`config.mk`:
```
export PLATFORM = sky130hd
export DESIGN_NAME = dac_voltage_command_builder_unit_flat
export DESIGN_NICKNAME = d
export VERILOG_FILES = /design/src/hw/rtl/dvcb_pkg.sv /design/src/hw/rtl/dvcb_ifs.sv /design/src/hw/rtl/dvcb_front.sv /design/src/hw/rtl/dvcb_queue.sv /design/src/hw/rtl/dvcb_back.sv /design/src/hw/rtl/dac_voltage_command_builder_unit.sv /design/src/flat_wrapper.sv
export VERILOG_INCLUDE_DIRS = /design/src /design/src/hw/rtl
export SDC_FILE = /design/constraint.sdc
export NUM_CORES = 1
export LEC_CHECK = 0
export BUFFER_PORTS_ARGS = -buffer_cell sky130_fd_sc_hd__buf_2
export CAP_MARGIN = 10
export CORE_ASPECT_RATIO = 1.1
export CORE_MARGIN = 4
export CORE_UTILIZATION = 50
export CTS_CLUSTER_SIZE = 25
export DETAILED_ROUTE_END_ITERATION = 7
export PLACE_DENSITY = 0.79
export SYNTH_ARGS = -nofsm -noshare
export SYNTH_HDL_FRONTEND = slang
export SYNTH_SLANG_ARGS = --single-unit
```
`constraint.sdc`:
```
create_clock -name i_clk -period 8.8 [get_ports i_clk]
set_input_delay 0.44 -clock i_clk [delete_from_list [all_inputs] [get_ports i_clk]]
set_output_delay 0.44 -clock i_clk [all_outputs]
set_load 0.02 [all_outputs]
```
`src/hw/rtl/dac_voltage_command_builder_unit_assert.svh`:
```
// ----------------------------------------------------------------------------
// DAC voltage command builder assertion macros
// Concurrent assertion wrappers, compiled out when NO_ASSERTIONS is set.
// ----------------------------------------------------------------------------
`ifndef DAC_VOLTAGE_COMMAND_BUILDER_UNIT_ASSERT_SVH
`define DAC_VOLTAGE_COMMAND_BUILDER_UNIT_ASSERT_SVH
`ifndef NO_ASSERTIONS
`define DVCB_ASSERT(label, clk, rst_n, prop, msg) \
    label: assert property (@(posedge clk) disable iff (!rst_n) prop) else $error(msg);
`define DVCB_ASSERT_IMPL(label, clk, rst_n, ante, cons, msg) \
    label: assert property (@(posedge clk) disable iff (!rst_n) (ante) |-> (cons)) \
        else $error(msg);
`else
`define DVCB_ASSERT(label, clk, rst_n, prop, msg)
`define DVCB_ASSERT_IMPL(label, clk, rst_n, ante, cons, msg)
`endif
`endif

```
`src/hw/rtl/dvcb_pkg.sv`:
```
// ----------------------------------------------------------------------------
// DAC voltage command builder package
// Widths, scaling constants and shared types.
// ----------------------------------------------------------------------------
package dvcb_pkg;

    localparam int CHANNELS   = 4;
    localparam int N_CH       = (CHANNELS > 4) ? 4 : ((CHANNELS < 1) ? 1 : CHANNELS);
    localparam int CH_W       = (N_CH > 1) ? $clog2(N_CH) : 1;

    localparam int LEVEL_W    = 13;
    localparam int OFFSET_W   = 14;
    localparam int MAG_W      = 14;
    localparam int K_W        = 28;
    localparam int SHIFT      = 27;
    localparam int CODE_W     = 12;
    localparam int PROD_W     = MAG_W + K_W;
    localparam int BYTE_W     = 8;
    localparam int CFG_IDX_W  = 1;
    localparam int CFG_DATA_W = 14;

    typedef logic        [LEVEL_W-1:0]    t_level;
    typedef logic signed [OFFSET_W-1:0]   t_offset;
    typedef logic        [MAG_W-1:0]      t_mag;
    typedef logic        [K_W-1:0]        t_k;
    typedef logic        [CODE_W-1:0]     t_code;
    typedef logic        [BYTE_W-1:0]     t_byte;
    typedef logic        [CFG_IDX_W-1:0]  t_cfg_idx;
    typedef logic        [CFG_DATA_W-1:0] t_cfg_data;

    localparam t_cfg_idx CFG_FOUR_MODE = t_cfg_idx'(0);
    localparam t_cfg_idx CFG_OFFSET    = t_cfg_idx'(1);

    localparam t_level MV_CLIP_FOUR   = t_level'(5000);
    localparam t_level MV_CLIP_SINGLE = t_level'(4750);
    localparam t_level MV_SUBST       = t_level'(4500);
    localparam t_level MV_INT_REF     = t_level'(2048);

    localparam t_byte MULTI_WRITE   = 8'h40;
    localparam t_byte FLAG_INTERNAL = 8'h80;

    localparam longint FULL_SCALE = 4095;
    localparam longint D_INT      = 2048;
    localparam longint D_EXT      = 5000;
    localparam longint D_SGL      = 4750;

    // code = (mag * K) >> SHIFT, K rounded up: exact for every magnitude in range
    localparam t_k K_INT = t_k'((FULL_SCALE << SHIFT) / D_INT);
    localparam t_k K_EXT = t_k'(((FULL_SCALE << SHIFT) + D_EXT - 1) / D_EXT);
    localparam t_k K_SGL = t_k'(((FULL_SCALE << SHIFT) + D_SGL - 1) / D_SGL);

    typedef enum logic [1:0] {
        STEP_B0,
        STEP_B1,
        STEP_B2
    } t_step;

    typedef struct packed {
        logic                 four_mode;
        logic                 flag;
        logic                 neg;
        t_mag [N_CH-1:0]      mag;
    } t_cmd;

    typedef struct packed {
        logic head_valid;
        logic next_valid;
    } t_q_stat;

endpackage

```
`src/hw/rtl/dvcb_ifs.sv`:
```
// ----------------------------------------------------------------------------
// DAC voltage command builder channels
// Level input channel and command byte output channel.
// ----------------------------------------------------------------------------
interface dvcb_level_if;
    import dvcb_pkg::*;

    logic   valid;
    logic   ready;
    t_level level_ch0;
    t_level level_ch1;
    t_level level_ch2;
    t_level level_ch3;

    modport source (output valid, output level_ch0, output level_ch1,
                    output level_ch2, output level_ch3, input ready);
    modport sink   (input valid, input level_ch0, input level_ch1,
                    input level_ch2, input level_ch3, output ready);
endinterface

interface dvcb_byte_if;
    import dvcb_pkg::*;

    logic  valid;
    logic  ready;
    t_byte out_byte;
    logic  last_byte;

    modport source (output valid, output out_byte, output last_byte, input ready);
    modport sink   (input valid, input out_byte, input last_byte, output ready);
endinterface

```
`src/hw/rtl/dvcb_front.sv`:
```
// ----------------------------------------------------------------------------
// DAC voltage command builder front end
// Holds configuration, clips levels, picks the reference and forms queue entries.
// ----------------------------------------------------------------------------
module dvcb_front (
    input  logic                i_clk,
    input  logic                i_rst_n,
    dvcb_level_if.sink          i_level,
    input  logic                i_cfg_we,
    input  dvcb_pkg::t_cfg_idx  i_cfg_idx,
    input  dvcb_pkg::t_cfg_data i_cfg_data,
    input  logic                i_push_ready,
    output logic                o_push_valid,
    output dvcb_pkg::t_cmd      o_cmd
);
    import dvcb_pkg::*;

    logic                    r_four_mode;
    t_offset                 r_offset;

    t_level                  lv   [4];
    t_level                  clip [N_CH];
    t_level                  max_v;
    t_level                  c0;
    logic signed [MAG_W:0]   s;
    logic signed [MAG_W:0]   abs_s;
    logic                    neg;

    always_ff @(posedge i_clk) begin
        if (!i_rst_n) begin
            r_four_mode <= 1'b1;
            r_offset    <= '0;
        end else if (i_cfg_we) begin
            case (i_cfg_idx)
                CFG_FOUR_MODE: r_four_mode <= i_cfg_data[0];
                CFG_OFFSET:    r_offset    <= t_offset'(i_cfg_data);
                default: ;
            endcase
        end
    end

    assign lv[0] = i_level.level_ch0;
    assign lv[1] = i_level.level_ch1;
    assign lv[2] = i_level.level_ch2;
    assign lv[3] = i_level.level_ch3;

    always_comb begin
        max_v = '0;
        for (int i = 0; i < N_CH; i++) begin
            clip[i] = (lv[i] > MV_CLIP_FOUR) ? MV_SUBST : lv[i];
            if (clip[i] > max_v) begin
                max_v = clip[i];
            end
        end
    end

    always_comb begin
        c0    = (lv[0] > MV_CLIP_SINGLE) ? MV_SUBST : lv[0];
        s     = $signed({2'b00, c0}) + $signed({r_offset[OFFSET_W-1], r_offset});
        neg   = s[MAG_W];
        abs_s = neg ? -s : s;
    end

    always_comb begin
        o_cmd.four_mode = r_four_mode;
        o_cmd.flag      = (max_v < MV_INT_REF);
        o_cmd.neg       = r_four_mode ? 1'b0 : neg;
        for (int i = 0; i < N_CH; i++) begin
            o_cmd.mag[i] = t_mag'(clip[i]);
        end
        if (!r_four_mode) begin
            o_cmd.mag[0] = abs_s[MAG_W-1:0];
        end
    end

    assign o_push_valid  = i_level.valid;
    assign i_level.ready = i_push_ready;

endmodule

```
`src/hw/rtl/dvcb_queue.sv`:
```
// ----------------------------------------------------------------------------
// DAC voltage command builder command queue
// Two-entry shifting queue between front end and byte sequencer.
// ----------------------------------------------------------------------------
module dvcb_queue (
    input  logic               i_clk,
    input  logic               i_rst_n,
    input  logic               i_push_valid,
    input  dvcb_pkg::t_cmd     i_cmd,
    output logic               o_push_ready,
    input  logic               i_pop,
    output dvcb_pkg::t_cmd     o_head,
    output dvcb_pkg::t_cmd     o_next,
    output dvcb_pkg::t_q_stat  o_stat
);
    import dvcb_pkg::*;

    t_cmd       r_slot0;
    t_cmd       r_slot1;
    logic [1:0] r_count;
    logic [1:0] n_count;
    logic       push;

    assign o_push_ready = (r_count != 2'd2);
    assign push         = i_push_valid && o_push_ready;

    always_comb begin
        n_count = r_count;
        if (push && !i_pop) begin
            n_count = r_count + 2'd1;
        end else if (!push && i_pop) begin
            n_count = r_count - 2'd1;
        end
    end

    always_ff @(posedge i_clk) begin
        if (!i_rst_n) begin
            r_count <= '0;
        end else begin
            r_count <= n_count;
        end
    end

    always_ff @(posedge i_clk) begin
        if (i_pop) begin
            if (r_count == 2'd2) begin
                r_slot0 <= r_slot1;
            end else if (push) begin
                r_slot0 <= i_cmd;
            end
        end else if (push) begin
            if (r_count == 2'd0) begin
                r_slot0 <= i_cmd;
            end else begin
                r_slot1 <= i_cmd;
            end
        end
    end

    assign o_head            = r_slot0;
    assign o_next            = r_slot1;
    assign o_stat.head_valid = (r_count != 2'd0);
    assign o_stat.next_valid = (r_count == 2'd2);

endmodule

```
`src/hw/rtl/dvcb_back.sv`:
```
// ----------------------------------------------------------------------------
// DAC voltage command builder byte sequencer
// Scales channel codes one at a time and emits the command bytes.
// ----------------------------------------------------------------------------
`include "dac_voltage_command_builder_unit_assert.svh"

module dvcb_back (
    input  logic               i_clk,
    input  logic               i_rst_n,
    input  dvcb_pkg::t_cmd     i_head,
    input  dvcb_pkg::t_cmd     i_next,
    input  dvcb_pkg::t_q_stat  i_stat,
    output logic               o_pop,
    dvcb_byte_if.source        o_cmd
);
    import dvcb_pkg::*;

    logic              r_busy;
    logic              n_busy;
    logic [CH_W-1:0]   r_ch;
    logic [CH_W-1:0]   n_ch;
    t_step             r_step;
    t_step             n_step;
    t_code             r_code;
    logic              r_o_valid;
    t_byte             r_o_byte;
    logic              r_o_last;

    logic              emit;
    logic              four;
    logic              last_ch;
    logic              chan_end;
    logic              item_end;
    logic [1:0]        ch2;
    t_code             code_s;
    t_byte             byte_v;

    logic              load_en;
    t_cmd              src;
    logic [CH_W-1:0]   idx;
    t_k                m_k;
    logic [PROD_W-1:0] prod;

    assign emit     = r_busy && (!r_o_valid || o_cmd.ready);
    assign four     = i_head.four_mode;
    assign last_ch  = (r_ch == CH_W'(N_CH - 1));
    assign chan_end = four ? (r_step == STEP_B2) : (r_step == STEP_B1);
    assign item_end = chan_end && (!four || last_ch);
    assign ch2      = 2'(r_ch);
    assign code_s   = i_head.neg ? (~r_code + t_code'(1)) : r_code;

    always_comb begin
        byte_v = '0;
        if (four) begin
            case (r_step)
                STEP_B0: byte_v = MULTI_WRITE + t_byte'({ch2, 1'b1});
                STEP_B1: byte_v = (i_head.flag ? FLAG_INTERNAL : t_byte'(0))
                                  | t_byte'(r_code[CODE_W-1:8]);
                default: byte_v = r_code[7:0];
            endcase
        end else begin
            case (r_step)
                STEP_B0: byte_v = t_byte'(code_s[CODE_W-1:8]);
                default: byte_v = code_s[7:0];
            endcase
        end
    end

    always_comb begin
        src     = i_head;
        idx     = '0;
        load_en = 1'b0;
        if (!r_busy) begin
            load_en = i_stat.head_valid;
        end else if (emit && item_end) begin
            load_en = i_stat.next_valid;
            src     = i_next;
        end else if (emit && chan_end) begin
            load_en = 1'b1;
            idx     = CH_W'(r_ch + 1'b1);
        end
        m_k  = !src.four_mode ? K_SGL : (src.flag ? K_INT : K_EXT);
        prod = PROD_W'(src.mag[idx]) * PROD_W'(m_k);
    end

    always_comb begin
        n_busy = r_busy;
        n_ch   = r_ch;
        n_step = r_step;
        if (!r_busy) begin
            n_busy = i_stat.head_valid;
            n_ch   = '0;
            n_step = STEP_B0;
        end else if (emit) begin
            if (item_end) begin
                n_busy = i_stat.next_valid;
                n_ch   = '0;
                n_step = STEP_B0;
            end else if (chan_end) begin
                n_ch   = CH_W'(r_ch + 1'b1);
                n_step = STEP_B0;
            end else begin
                case (r_step)
                    STEP_B0: n_step = STEP_B1;
                    STEP_B1: n_step = STEP_B2;
                    default: n_step = STEP_B0;
                endcase
            end
        end
    end

    always_ff @(posedge i_clk) begin
        if (!i_rst_n) begin
            r_busy    <= 1'b0;
            r_ch      <= '0;
            r_step    <= STEP_B0;
            r_o_valid <= 1'b0;
        end else begin
            r_busy <= n_busy;
            r_ch   <= n_ch;
            r_step <= n_step;
            if (emit) begin
                r_o_valid <= 1'b1;
            end else if (o_cmd.ready) begin
                r_o_valid <= 1'b0;
            end
        end
    end

    always_ff @(posedge i_clk) begin
        if (load_en) begin
            r_code <= prod[SHIFT+CODE_W-1:SHIFT];
        end
        if (emit) begin
            r_o_byte <= byte_v;
            r_o_last <= item_end;
        end
    end

    assign o_pop           = emit && item_end;
    assign o_cmd.valid     = r_o_valid;
    assign o_cmd.out_byte  = r_o_byte;
    assign o_cmd.last_byte = r_o_last;

    `DVCB_ASSERT_IMPL(a_busy_has_head, i_clk, i_rst_n, r_busy, i_stat.head_valid, "busy without a queued command")
    `DVCB_ASSERT_IMPL(a_idle_cleared, i_clk, i_rst_n, !r_busy, (r_ch == '0) && (r_step == STEP_B0), "idle sequencer not rewound")
    `DVCB_ASSERT_IMPL(a_single_steps, i_clk, i_rst_n, r_busy && !four, (r_ch == '0) && ((r_step == STEP_B0) || (r_step == STEP_B1)), "single-channel sequence out of range")
    `DVCB_ASSERT(a_pop_marks_last, i_clk, i_rst_n, o_pop |=> (r_o_valid && r_o_last), "pop without last byte")

endmodule

```
`src/hw/rtl/dac_voltage_command_builder_unit.sv`:
```
// ----------------------------------------------------------------------------
// DAC voltage command builder
// Turns four channel levels in millivolts into the write byte stream of a
// 12-bit I2C DAC, one byte per output beat, last byte flagged.
//
// i_level carries one command (four 13-bit levels) per beat; o_cmd carries
// one command byte per beat, with last_byte on the final byte. The plain
// write port (i_cfg_we, i_cfg_idx, i_cfg_data) sets the four-channel mode
// (index 0) and the signed single-channel offset (index 1); write it only
// while no command is in flight.
// Four-channel mode gives 12 bytes per command, single-channel mode 2.
// The byte sequencer emits one byte per cycle while a command is queued
// and o_cmd does not stall. The first byte of a command reaching an idle
// block is written to the queue slot, then scaled into the code register,
// then loaded into the output register before it appears on o_cmd.
// A two-entry queue sits between the front end and the sequencer, so
// i_level keeps taking beats while the sequencer works or o_cmd stalls;
// with the queue full, i_level.ready drops. A stalled o_cmd holds its byte.
// Reset empties the queue and output register and restores four-channel
// mode with zero offset.
// ----------------------------------------------------------------------------
module dac_voltage_command_builder_unit (
    input  logic                i_clk,
    input  logic                i_rst_n,
    dvcb_level_if.sink          i_level,
    dvcb_byte_if.source         o_cmd,
    input  logic                i_cfg_we,
    input  dvcb_pkg::t_cfg_idx  i_cfg_idx,
    input  dvcb_pkg::t_cfg_data i_cfg_data
);
    import dvcb_pkg::*;

    logic    push_valid;
    logic    push_ready;
    t_cmd    push_cmd;
    t_cmd    head;
    t_cmd    next;
    t_q_stat q_stat;
    logic    pop;

    dvcb_front u_front (
        .i_clk        (i_clk),
        .i_rst_n      (i_rst_n),
        .i_level      (i_level),
        .i_cfg_we     (i_cfg_we),
        .i_cfg_idx    (i_cfg_idx),
        .i_cfg_data   (i_cfg_data),
        .i_push_ready (push_ready),
        .o_push_valid (push_valid),
        .o_cmd        (push_cmd)
    );

    dvcb_queue u_queue (
        .i_clk        (i_clk),
        .i_rst_n      (i_rst_n),
        .i_push_valid (push_valid),
        .i_cmd        (push_cmd),
        .o_push_ready (push_ready),
        .i_pop        (pop),
        .o_head       (head),
        .o_next       (next),
        .o_stat       (q_stat)
    );

    dvcb_back u_back (
        .i_clk   (i_clk),
        .i_rst_n (i_rst_n),
        .i_head  (head),
        .i_next  (next),
        .i_stat  (q_stat),
        .o_pop   (pop),
        .o_cmd   (o_cmd)
    );

endmodule
```
`src/flat_wrapper.sv`:
```
// flat-port wrapper written by rule: the top's interface ports become plain ports
module dac_voltage_command_builder_unit_flat import dvcb_pkg::*;
  (i_clk, i_rst_n, i_cfg_we, i_cfg_idx, i_cfg_data, i_level_valid, i_level_level_ch0, i_level_level_ch1, i_level_level_ch2, i_level_level_ch3, i_level_ready, o_cmd_valid, o_cmd_out_byte, o_cmd_last_byte, o_cmd_ready);
  dvcb_level_if i_level_i ();
  dvcb_byte_if o_cmd_i ();
  input  logic i_clk;
  input  logic i_rst_n;
  input  logic i_cfg_we;
  input  dvcb_pkg::t_cfg_idx i_cfg_idx;
  input  dvcb_pkg::t_cfg_data i_cfg_data;
  input wire logic [$bits(i_level_i.valid)-1:0] i_level_valid;
  input wire logic [$bits(i_level_i.level_ch0)-1:0] i_level_level_ch0;
  input wire logic [$bits(i_level_i.level_ch1)-1:0] i_level_level_ch1;
  input wire logic [$bits(i_level_i.level_ch2)-1:0] i_level_level_ch2;
  input wire logic [$bits(i_level_i.level_ch3)-1:0] i_level_level_ch3;
  output wire logic [$bits(i_level_i.ready)-1:0] i_level_ready;
  output wire logic [$bits(o_cmd_i.valid)-1:0] o_cmd_valid;
  output wire logic [$bits(o_cmd_i.out_byte)-1:0] o_cmd_out_byte;
  output wire logic [$bits(o_cmd_i.last_byte)-1:0] o_cmd_last_byte;
  input wire logic [$bits(o_cmd_i.ready)-1:0] o_cmd_ready;
  assign i_level_i.valid = i_level_valid;
  assign i_level_i.level_ch0 = i_level_level_ch0;
  assign i_level_i.level_ch1 = i_level_level_ch1;
  assign i_level_i.level_ch2 = i_level_level_ch2;
  assign i_level_i.level_ch3 = i_level_level_ch3;
  assign i_level_ready = i_level_i.ready;
  assign o_cmd_valid = o_cmd_i.valid;
  assign o_cmd_out_byte = o_cmd_i.out_byte;
  assign o_cmd_last_byte = o_cmd_i.last_byte;
  assign o_cmd_i.ready = o_cmd_ready;
  dac_voltage_command_builder_unit u_core (.i_clk(i_clk), .i_rst_n(i_rst_n), .i_level(i_level_i), .o_cmd(o_cmd_i), .i_cfg_we(i_cfg_we), .i_cfg_idx(i_cfg_idx), .i_cfg_data(i_cfg_data));
endmodule
```
==> metrics.md, run 1 <==
| Metric | Value |
|---|---|
| Ys flop type | `edfxtp_1` |
| CTS Root Cell | `clkbuf_16` |
| Crit Path Class | `flip-flop to flip-flop` |
| # diodes | `0` |
| Die Ht | `between 200 and 250 um` |
| Worst r2r src | `u_core.u_queue.o_head[58]$_DFFE_PP_` |
| Clock Skew | `about 0.013 ns` |
| R2r setup slk | `roughly 0.38 ns` |
| Final Setup Violations | `0` |
| HP Class | `primary input to flip-flop` |
| Drt drc | `0` |
| Post-CTS Hold Buffers | `0` |
| Largest net degree at the start of global routing | `57` |
| Reg2Reg Depth | `25` |
| Final Critical Period | `8.425 ns` |
| Max Buffers Root-to-Sink | `2` |
| Die area | `0.03926 mm2` |
| Synth warnings | `0` |
| Post-DP HPWL | `39140 um` |
| Synth top area share | `0.2736` |
| Max-Cap Viols | `0` |
| DR WL/cell | `19.53 um` |
| Final Cycle Share | `0.9573` |
| Async S/R FF share, synth | `0` |
| First-pass GRT wire length | `74220 um` |
| Crit path capture | `u_core.u_back.r_code[11]$_DFFE_PP_` |
| Post-Syn Area per Cell | `around 10 um2` |
| Crit path from | `u_core.u_queue.o_head[58]$_DFFE_PP_` |
| Worst-Skew Late Latency | `around 0.44 ns` |
| ANT nets after route | `0` |
| Post-synthesis cell type count | `87` |
| Initial core utilization | `0.5105` |
| Drt total wl | `about 47000 um` |
| EDFF count, synth | `about 130` |
| Worst path required time | `8.98 ns` |
| Crit end category | `flip-flop` |
| IO buf count | `slightly above 80` |
| Relative slew slack | `0.2758` |
| Actual slew at the worst max-slew pin | `approximately 1.1 ns` |
| CP startpoint kind | `flip-flop` |
| Area leader, netlist | `fa_1` |
| Vias after detailed routing | `13520` |
| Fin nets | `between 2000 and 2500` |
| Critical-path top delay cell | `fa_1` |
| Clk slew on worst S/H paths | `around 0.07 ns` |
| Final Hold Fails | `0` |
| Mapped cell area | `between 0.015 and 0.02 mm2` |
| I/O pin total | `83` |
| Htree depth | `4` |
| Post-synthesis cell count | `~1800` |
| Status | `completed` |
| Vias in the first global route | `between 10000 and 15000` |
| Sequential share of the synthesized area | `0.2464` |
| Worst R2R End | `u_core.u_back.r_code[11]$_DFFE_PP_` |
| Syn nets | `2290` |
| Die extent in x | `about 190 um` |
| CP Data Arrival Time | `8.61 ns` |
| Fraction of layout cells with a size suffix above 1 | `0.1258` |
| Hold path start | `i_cfg_data[10]` |
| Via/cell ratio | `about 5.6` |
| CTS Buf Count | `17` |
| Max Transition Viols Final | `0` |
| DRT iter0 DRCs | `between 900 and 1000` |
| Placed inst area | `0.01920 mm2` |
| RePlAce Congestion | `0.9933` |
| Yosys reg bits | `around 160` |
| Critical path's most frequent cell | `fa_1` |
| Cell row count | `about 70` |
| CTS tree | `built` |
| CTS sink count | `about 160` |
| Area Growth Syn to Fin | `9.913%` |
| Drt pass-1 iters | `8` |
| Final std cell area, no fill | `0.01987 mm2` |
| Crit Path Max Fanout | `16` |
| Core ar. | `approximately 0.035 mm2` |
| Area contributors post-synth | `fa_1 27%, edfxtp_1 22%, ha_1 11%` |
| Gr usage total | `0.2406` |
| Fmax | `0.1187 GHz` |
| Number of antenna violations at the first check in global routing | `0` |
| Remaining Overflow, GRT | `0` |
| Critical Path Max Stage Delay | `0.60 ns` |
## critical path, delay by kind of cell (launching register included)
family	cells	cell delay [ns]
fa+ha+maj	7	3.51
compound gates	7	1.65
flops	1	0.48
xor+xnor	1	0.14
buf+inv	3	0.75
simple gates	7	1.62
## layer usage
layer	up-vias	global-route usage	share of wire
li1	6254	-	-
met1	6633	0.3111	0.40
met2	534	0.3942	0.48
met3	97	0.05769	0.079
met4	0	0.09331	0.039
met5	-	0	0
## registers in the layout, indices dropped and copies added (netlist names)
register                       count
u_core.u_queue.o_head             56
u_core.u_queue.o_next             56
u_core.u_front.r_offset           14
u_core.u_back.r_code              12
u_core.u_back.o_cmd.out_byte       8
u_core.u_back.ch2                  2
u_core.u_back.r_step               2
u_core.u_queue.r_count             2
u_core.u_back.o_cmd.last_byte      1
u_core.u_back.o_cmd.valid          1
u_core.u_back.r_busy               1
u_core.u_front.r_four_mode         1
## cells in the mapped netlist, types with 23 or more instances
cell type    n
a21oi_1     87
clkbuf_1    31
dfxtp_1     23
edfxtp_1   133
fa_1       247
ha_1       158
inv_1      292
mux2_2      39
nand2_1    169
nand2b_1    32
nand3_1     26
nor2_1     163
nor2b_1     24
o21ai_0     65
xnor2_1     34
## cells by family after synthesis
group	count (synthesis)	share of synthesized area
AO/OA/AOI/OAI	302	0.1121
flip-flops	156	0.2464
adder cells (fa/ha/maj)	405	0.3829
multiplexers	53	0.03274
buffers and inverters	345	0.07351
XOR/XNOR	46	0.02229
AND/OR/NAND/NOR	506	0.1299
## how the worst min path moves through the flow
stage | endpoint | slack [ns] | cells past startpoint
2_1_floorplan | u_core.u_queue.o_next[58]$_DFFE_PP_ | 0.44 | 0
3_3_place_gp | u_core.u_front.r_offset[3]$_SDFFE_PN0P_ | 0.46 | 2
3_5_place_dp | u_core.u_front.r_offset[4]$_SDFFE_PN0P_ | 0.46 | 2
4_1_cts | u_core.u_front.r_offset[10]$_SDFFE_PN0P_ | 0.23 | 3
5_1_grt | u_core.u_front.r_offset[10]$_SDFFE_PN0P_ | 0.24 | 3
6_report | u_core.u_front.r_offset[10]$_SDFFE_PN0P_ | 0.24 | 3
## per-stage QoR
stage / setup TNS [ns] / cells / hold WS, ns / worst slack [ns] / utilization
2_1_floorplan: 0 / 1813 / 0.4430 / 0.8021 / -
3_3_place_gp: 0 / 2368 / 0.4587 / 0.4084 / 0.5423
3_5_place_dp: 0 / 2368 / 0.4635 / 0.1577 / 0.5423
4_1_cts: 0 / 2400 / 0.2318 / 0.1597 / 0.5585
5_1_grt: -0.01324 / 2405 / 0.2436 / -0.01324 / 0.5611
6_report: 0 / 2405 / 0.2415 / 0.3754 / 0.5611
## repair_timing
action | CTS | global route
hold endpoints to repair | 0 | 0
buffers inserted | 0 | 4
endpoints found under the setup margin | 0 | 10
resized for setup | 0 | 15
## area by class of cell
cell class / count / area, um2
clock inverters: 14 / 142.6
clock buffers: 18 / 429.2
fillers: 3043 / 15540
flip-flops and latches: 156 / 4454
repair buffers: 129 / 763.2
inverters: 294 / 1110
multi-input cells: 1313 / 12370
well taps: 481 / 601.8
## cells in the final DEF, fill, tap and decap left out, types with 12 or more instances in the layout
| master | count |
|---|---|
| dfxtp_1 | 23 |
| nor3_1 | 17 |
| o21ai_0 | 64 |
| a21boi_0 | 16 |
| edfxtp_1 | 133 |
| fa_1 | 247 |
| nor2_1 | 154 |
| mux2i_1 | 13 |
| nor2b_1 | 24 |
| inv_1 | 292 |
| mux2_2 | 39 |
| xor2_1 | 12 |
| nand2_1 | 169 |
| a21oi_1 | 87 |
| clkbuf_16 | 17 |
| buf_4 | 47 |
| ha_1 | 158 |
| and2_1 | 20 |
| xnor2_1 | 34 |
| nand3_1 | 25 |
| nand2b_1 | 32 |
| buf_2 | 82 |
Power of run 1 is not shown: default switching activity piles up to over one toggle a cycle in this logic, so the estimate is an artifact.
==> inputs of run 2 (changes only) <==
--- a/config.mk
+++ b/config.mk
@@ -10,10 +10,10 @@
 export CAP_MARGIN = 10
 export CORE_ASPECT_RATIO = 1.1
 export CORE_MARGIN = 4
-export CORE_UTILIZATION = 50
+export CORE_UTILIZATION = 48
 export CTS_CLUSTER_SIZE = 25
 export DETAILED_ROUTE_END_ITERATION = 7
-export PLACE_DENSITY = 0.79
+export PLACE_DENSITY = 0.77
 export SYNTH_ARGS = -nofsm -noshare
 export SYNTH_HDL_FRONTEND = slang
 export SYNTH_SLANG_ARGS = --single-unit
==> metrics.md, run 2 (synthesized netlist as in run 1, its figures left out) <==
| Metric | Value |
|---|---|
| Status | `completed` |
| R2r setup slk | `0.47 ns (+0.10 ns)` |
| Met2 Use GR | `0.4098 (+0.01561)` |
| I/O pin total | `83 (unchanged)` |
| Most frequent cells in the layout | `292 x inv_1, 247 x fa_1, 169 x nand2_1` |
| Cell row count | `74 (+2.8%)` |
| Actual slew at the worst max-slew pin | `1.059 ns (-0.02719 ns)` |
| Met1 track demand over resource | `0.3141 (+0.002934)` |
| CP Data Arrival Time | `8.51 ns (-0.10 ns)` |
| Via/cell ratio | `5.523 (-1.7%)` |
| # diodes | `0 (unchanged)` |
| Fmax | `0.1201 GHz (+1.2%)` |
| Setup repair after global routing missed its margin | `no` |
| CTS Root Cell | `clkbuf_16` |
| CTS Buf Count | `17 (unchanged)` |
| Worst-Skew Late Latency | `0.43 ns (about the same)` |
| Worst r2r src | `u_core.u_back.ch2[1]$_SDFFE_PN0P_` |
| First-pass GRT wire length | `75580 um (+1.8%)` |
| Combined flip-flop and latch cell area | `0.004454 mm2 (unchanged)` |
| Min-Delay Endpoint | `u_core.u_front.r_offset[2]$_SDFFE_PN0P_` |
| RePlAce Congestion | `0.9794 (-1.4%)` |
| Die extent in x | `193.0 um (+2.0%)` |
| Crit Path Class | `flip-flop to flip-flop` |
| Max Transition Viols Final | `0 (unchanged)` |
| CTS tree | `built` |
| Clk slew on worst S/H paths | `0.07 ns (about the same)` |
| Footprint of the multi-input gates | `0.01235 mm2 (-0.16%)` |
| Final Setup Violations | `0 (unchanged)` |
| Vias after detailed routing | `13410 (-0.80%)` |
| Drt total wl | `47170 um (+0.40%)` |
| CP startpoint kind | `flip-flop` |
| GR Layer Usage met3 | `0.03051 (-0.02718)` |
| Die Ht | `211.5 um (+2.0%)` |
| Max Buffers Root-to-Sink | `2 (unchanged)` |
| Area Growth Syn to Fin | `10.38%` |
| ANT nets after route | `0 (unchanged)` |
| Drt pass-1 iters | `5 (-3)` |
| Core ar. | `0.03713 mm2 (+4.9%)` |
| Hold depth | `3 (unchanged)` |
| Commonest non-fill, non-tap cell in the layout | `inv_1` |
| CTS sink count | `156 (unchanged)` |
| Post-CTS Hold Buffers | `0 (unchanged)` |
| Fin nets | `2398 (+0.42%)` |
| Clock Skew | `0.007650 ns (-0.005330 ns)` |
| Gr usage total | `0.2388 (-0.001753)` |
| Top Usage Layer GRT | `met2` |
| Initial core utilization | `0.4868 (-0.02371)` |
| Remaining Overflow, GRT | `0 (unchanged)` |
| Fraction of layout cells with a size suffix above 1 | `0.1308 (+0.005037)` |
| Max-Cap Viols | `0 (unchanged)` |
| Worst path required time | `8.98 ns (about the same)` |
| Drt drc | `0 (unchanged)` |
| Crit Path Max Fanout | `10 (-6)` |
| Layout Utilization | `0.5373 (-0.02380)` |
| Vias in the first global route | `14100 (+0.74%)` |
| DRT iter0 DRCs | `1050 (+11%)` |
| Final Cycle Share | `0.9461 (-0.01124)` |
| Largest net degree at the start of global routing | `57 (unchanged)` |
| Worst R2R End | `u_core.u_back.r_code[4]$_DFFE_PP_` |
| HP Class | `primary input to flip-flop` |
| DR WL/cell | `19.43 um (-0.55%)` |
| Post-DP HPWL | `39720 um (+1.5%)` |
| Final Critical Period | `8.326 ns (-0.09888 ns)` |
| Die area | `0.04083 mm2 (+4.0%)` |
| IO buf count | `82 (unchanged)` |
| Relative slew slack | `0.2939 (+0.01813)` |
| Final Hold Fails | `0 (unchanged)` |
| Number of fill cells in the layout | `3255 (+7.0%)` |
| Number of antenna violations at the first check in global routing | `0 (unchanged)` |
| Hold path start | `i_cfg_data[2]` |
| Crit end category | `flip-flop` |
| Reg2Reg Depth | `24 (-4.0%)` |
| Htree depth | `4 (unchanged)` |
[run 2: area by class of cell]
type | count | share of cell area
clock buffer | 17 | 0.02132
clock inverter | 15 | 0.007589
inverter | 294 | 0.05563
multi-input combinational | 1312 | 0.6188
sequential | 156 | 0.2233
tap | 494 | 0.03098
timing repair buffer | 140 | 0.04240
[run 2: timing repair]
action	CTS	global route
setup buffers	0	1
setup endpoints to repair	7	9
pin swaps	0	1
resized for setup	2	10
[run 2: stage by stage]
step	worst slack [ns]	setup TNS [ns]	cell area, um2	hold slack (ns)	cells
2_1_floorplan	0.8021	0	18070	0.4430	1813
3_3_place_gp	-0.1627	-0.3811	19320	0.4593	2395
3_5_place_dp	-0.2104	-0.6443	19320	0.4630	2395
4_1_cts	0.07164	0	19910	0.2287	2427
5_1_grt	0.02910	0	19950	0.2497	2428
6_report	0.4743	0	19950	0.2510	2428
[run 2: worst max-delay path: stages, from the launching register on]
cell	delay (ns)
dfxtp_1	0.33
ha_1	0.44
clkinvlp_4	0.30
nor3_4	0.35
nand2_1	0.17
a31oi_1	0.29
a21oi_1	0.15
inv_1	0.28
nand2_1	0.23
nor2_4	0.23
fa_1	0.47
fa_1	0.52
fa_1	0.53
fa_1	0.52
fa_1	0.58
fa_1	0.42
ha_1	0.36
a21oi_1	0.18
o221ai_1	0.14
a211o_1	0.32
a31oi_1	0.35
a21bo_1	0.30
or3_4	0.35
a31oi_4	0.19
xnor2_1	0.08
[run 2: worst max path at each step]
stage / endpoint / start / slack (ns)
4_1_cts: u_core.u_back.r_code[11]$_DFFE_PP_ / u_core.u_back.ch2[1]$_SDFFE_PN0P_ / 0.07
3_5_place_dp: u_core.u_back.r_code[11]$_DFFE_PP_ / u_core.u_back.ch2[1]$_SDFFE_PN0P_ / -0.21
3_3_place_gp: u_core.u_back.r_code[11]$_DFFE_PP_ / u_core.u_back.ch2[1]$_SDFFE_PN0P_ / -0.16
6_report: u_core.u_back.r_code[4]$_DFFE_PP_ / u_core.u_back.ch2[1]$_SDFFE_PN0P_ / 0.47
5_1_grt: u_core.u_back.r_code[11]$_DFFE_PP_ / u_core.u_queue.o_head[58]$_DFFE_PP_ / 0.03
2_1_floorplan: u_core.u_back.r_code[4]$_DFFE_PP_ / o_cmd_ready / 0.80
[run 2: per-layer routing]
metal  vias up  wire, um
li1       6281         -
met1      6562     19240
met2       482     23590
met3        85      2796
met4         0      1545
met5         -         0
Power of run 2 is left out for the same reason.
==> inputs of run 3 (changes only) <==
--- a/config.mk
+++ b/config.mk
@@ -14,6 +14,7 @@
 export CTS_CLUSTER_SIZE = 25
 export DETAILED_ROUTE_END_ITERATION = 7
 export PLACE_DENSITY = 0.77
+export RECOVER_POWER = 50
 export SYNTH_ARGS = -nofsm -noshare
 export SYNTH_HDL_FRONTEND = slang
 export SYNTH_SLANG_ARGS = --single-unit
==> metrics.md, run 3 (synthesized netlist as in run 1, its figures left out) <==
| Metric | Value |
|---|---|
| Worst Setup Slack, final | `0.4898 ns (+0.01552 ns)` |
| Placed cells | `2395 (unchanged)` |
| # diodes | `0 (unchanged)` |
| Actual slew at the worst max-slew pin | `3.049 ns (+1.990 ns)` |
| CTS tree | `built` |
| Clk slew on worst S/H paths | `0.07 ns (about the same)` |
| Cell row count | `74 (unchanged)` |
| Die Ht | `211.5 um (unchanged)` |
| Clock Skew | `0.009003 ns (+0.001353 ns)` |
| Critical Path Max Stage Delay | `0.58 ns (about the same)` |
| Pre-CTS WS | `-0.2104 ns (unchanged)` |
| Drt drc | `0 (unchanged)` |
| Final std cell area, no fill | `0.01990 mm2 (-0.23%)` |
| RePlAce Congestion | `0.9794 (unchanged)` |
| ANT nets after route | `0 (unchanged)` |
| Final Hold Fails | `0 (unchanged)` |
| Vias in the first global route | `14100 (unchanged)` |
| Fraction of layout cells with a size suffix above 1 | `0.1184 (-0.01241)` |
| Max-Cap Viols | `2 (+2)` |
| Most frequent cells in the layout | `292 x inv_1, 247 x fa_1, 169 x nand2_1` |
| I/O pin total | `83 (unchanged)` |
| Area Growth Syn to Fin | `10.12%` |
| Post-DP HPWL | `39720 um (unchanged)` |
| Worst path required time | `8.98 ns (about the same)` |
| Post-CTS Hold Buffers | `0 (unchanged)` |
| Relative slew slack | `-1.033 (-1.326)` |
| Final Cycle Share | `0.9443 (-0.001764)` |
| CTS sink count | `156 (unchanged)` |
| Via/cell ratio | `5.548 (+0.45%)` |
| CTS Root Cell | `clkbuf_16` |
| Status | `finished with violations` |
| Placed inst area | `0.01932 mm2 (unchanged)` |
| Final Setup Violations | `0 (unchanged)` |
| Max Transition Viols Final | `106 (+106)` |
| Crit end category | `flip-flop` |
| Final Critical Period | `8.310 ns (-0.01552 ns)` |
| Critical-path top delay cell | `fa_1` |
| Commonest non-fill, non-tap cell in the layout | `inv_1` |
| DR WL/cell | `19.49 um (+0.35%)` |
| Max Buffers Root-to-Sink | `2 (unchanged)` |
| HP Class | `primary input to flip-flop` |
| Fin nets | `2398 (unchanged)` |
| CP top delay family | `adder cells` |
| Crit Path Max Fanout | `8 (-2)` |
| Failing checks | `capacitance limit, slew limit` |
| Gr usage total | `0.2388 (unchanged)` |
| Worst-Skew Late Latency | `0.43 ns (about the same)` |
| Initial core utilization | `0.4868 (unchanged)` |
| Hold WS | `0.2495 ns (-0.001471 ns)` |
| Fmax | `0.1203 GHz (+0.19%)` |
| CTS Buf Count | `17 (unchanged)` |
| Crit Path Class | `flip-flop to flip-flop` |
| Drt total wl | `47330 um (+0.35%)` |
| CP bufs+invs | `2 (unchanged)` |
| First-pass GRT wire length | `75580 um (unchanged)` |
| Largest net degree at the start of global routing | `57 (unchanged)` |
| CP Data Arrival Time | `8.49 ns (-0.02 ns)` |
| Vias after detailed routing | `13470 (+0.45%)` |
| Drt pass-1 iters | `7 (+2)` |
| Core ar. | `0.03713 mm2 (unchanged)` |
| Htree depth | `4 (unchanged)` |
| Die extent in x | `193.0 um (unchanged)` |
| Critical path's most frequent cell | `fa_1` |
| Setup repair after global routing missed its margin | `no` |
| Fin cells | `2428 (unchanged)` |
| DRT iter0 DRCs | `980 (-6.7%)` |
| Die area | `0.04083 mm2 (unchanged)` |
| Number of antenna violations at the first check in global routing | `0 (unchanged)` |
| IO buf count | `82 (unchanged)` |
| CP startpoint kind | `flip-flop` |
| Remaining Overflow, GRT | `0 (unchanged)` |
[run 3: changes by cell type in the layout (fill, tap and decap cells not counted), sizes merged]
cell and change:
clkbuf +22, buf -22
[run 3: per-layer routing]
layer  vias to the layer above  track usage  share of wire
met2                       505       0.4098           0.50
met4                         0      0.08230          0.033
met3                        89      0.03051          0.058
met5                         -            0              0
li1                       6275            -              -
met1                      6602       0.3141           0.41
[run 3: final timing paths]
kind                                                start                                 endpoint  slack [ns]  depth (start not counted)
setup / recovery      u_core.u_queue.o_head[58]$_DFFE_PP_        u_core.u_back.r_code[6]$_DFFE_PP_        0.49                         25
hold reg to reg   u_core.u_front.r_offset[4]$_SDFFE_PN0P_  u_core.u_front.r_offset[4]$_SDFFE_PN0P_        0.47                          2
setup reg to reg      u_core.u_queue.o_head[58]$_DFFE_PP_        u_core.u_back.r_code[6]$_DFFE_PP_        0.49                         25
hold / removal                              i_cfg_data[2]  u_core.u_front.r_offset[2]$_SDFFE_PN0P_        0.25                          3
[run 3: per-stage QoR]
step | setup TNS (ns) | utilization
2_1_floorplan | 0 | -
3_3_place_gp | -0.3811 | 0.5204
3_5_place_dp | -0.6443 | 0.5204
4_1_cts | 0 | 0.5362
5_1_grt | 0 | 0.5361
6_report | 0 | 0.5361
[run 3: area by class of cell]
cell class / instances / area, um2
fillers: 3271 / 17220
well taps: 494 / 618.1
flip-flops and latches: 156 / 4454
clock inverters: 15 / 151.4
repair buffers: 140 / 803.3
clock buffers: 17 / 425.4
inverters: 294 / 1110
multi-input cells: 1312 / 12340
[run 3: worst register-to-register path: stages, from the launching register on]
cell and delay (ns):
edfxtp_1 0.46, nor3b_2 0.30, o211ai_4 0.18, buf_4 0.22, nor3_4 0.25, nand2_1 0.17, a31oi_1 0.27, a21oi_1 0.14
inv_1 0.28, nand2_1 0.23, nor2_4 0.23, fa_1 0.47, fa_1 0.52, fa_1 0.53, fa_1 0.52, fa_1 0.58
fa_1 0.42, ha_1 0.36, a21oi_1 0.18, o221ai_1 0.14, a211o_1 0.32, a31oi_1 0.35, a21bo_1 0.30, a211oi_1 0.35
o21bai_1 0.12, xor2_1 0.15
[run 3: timing repair]
action                                  in CTS  in global routing
setup buffers                                0                  1
endpoints found under the setup margin       7                  9
pin swaps                                    0                  1
resized for setup                            2                 10
gates cloned                                 0                  0
Power of run 3 is left out for the same reason.
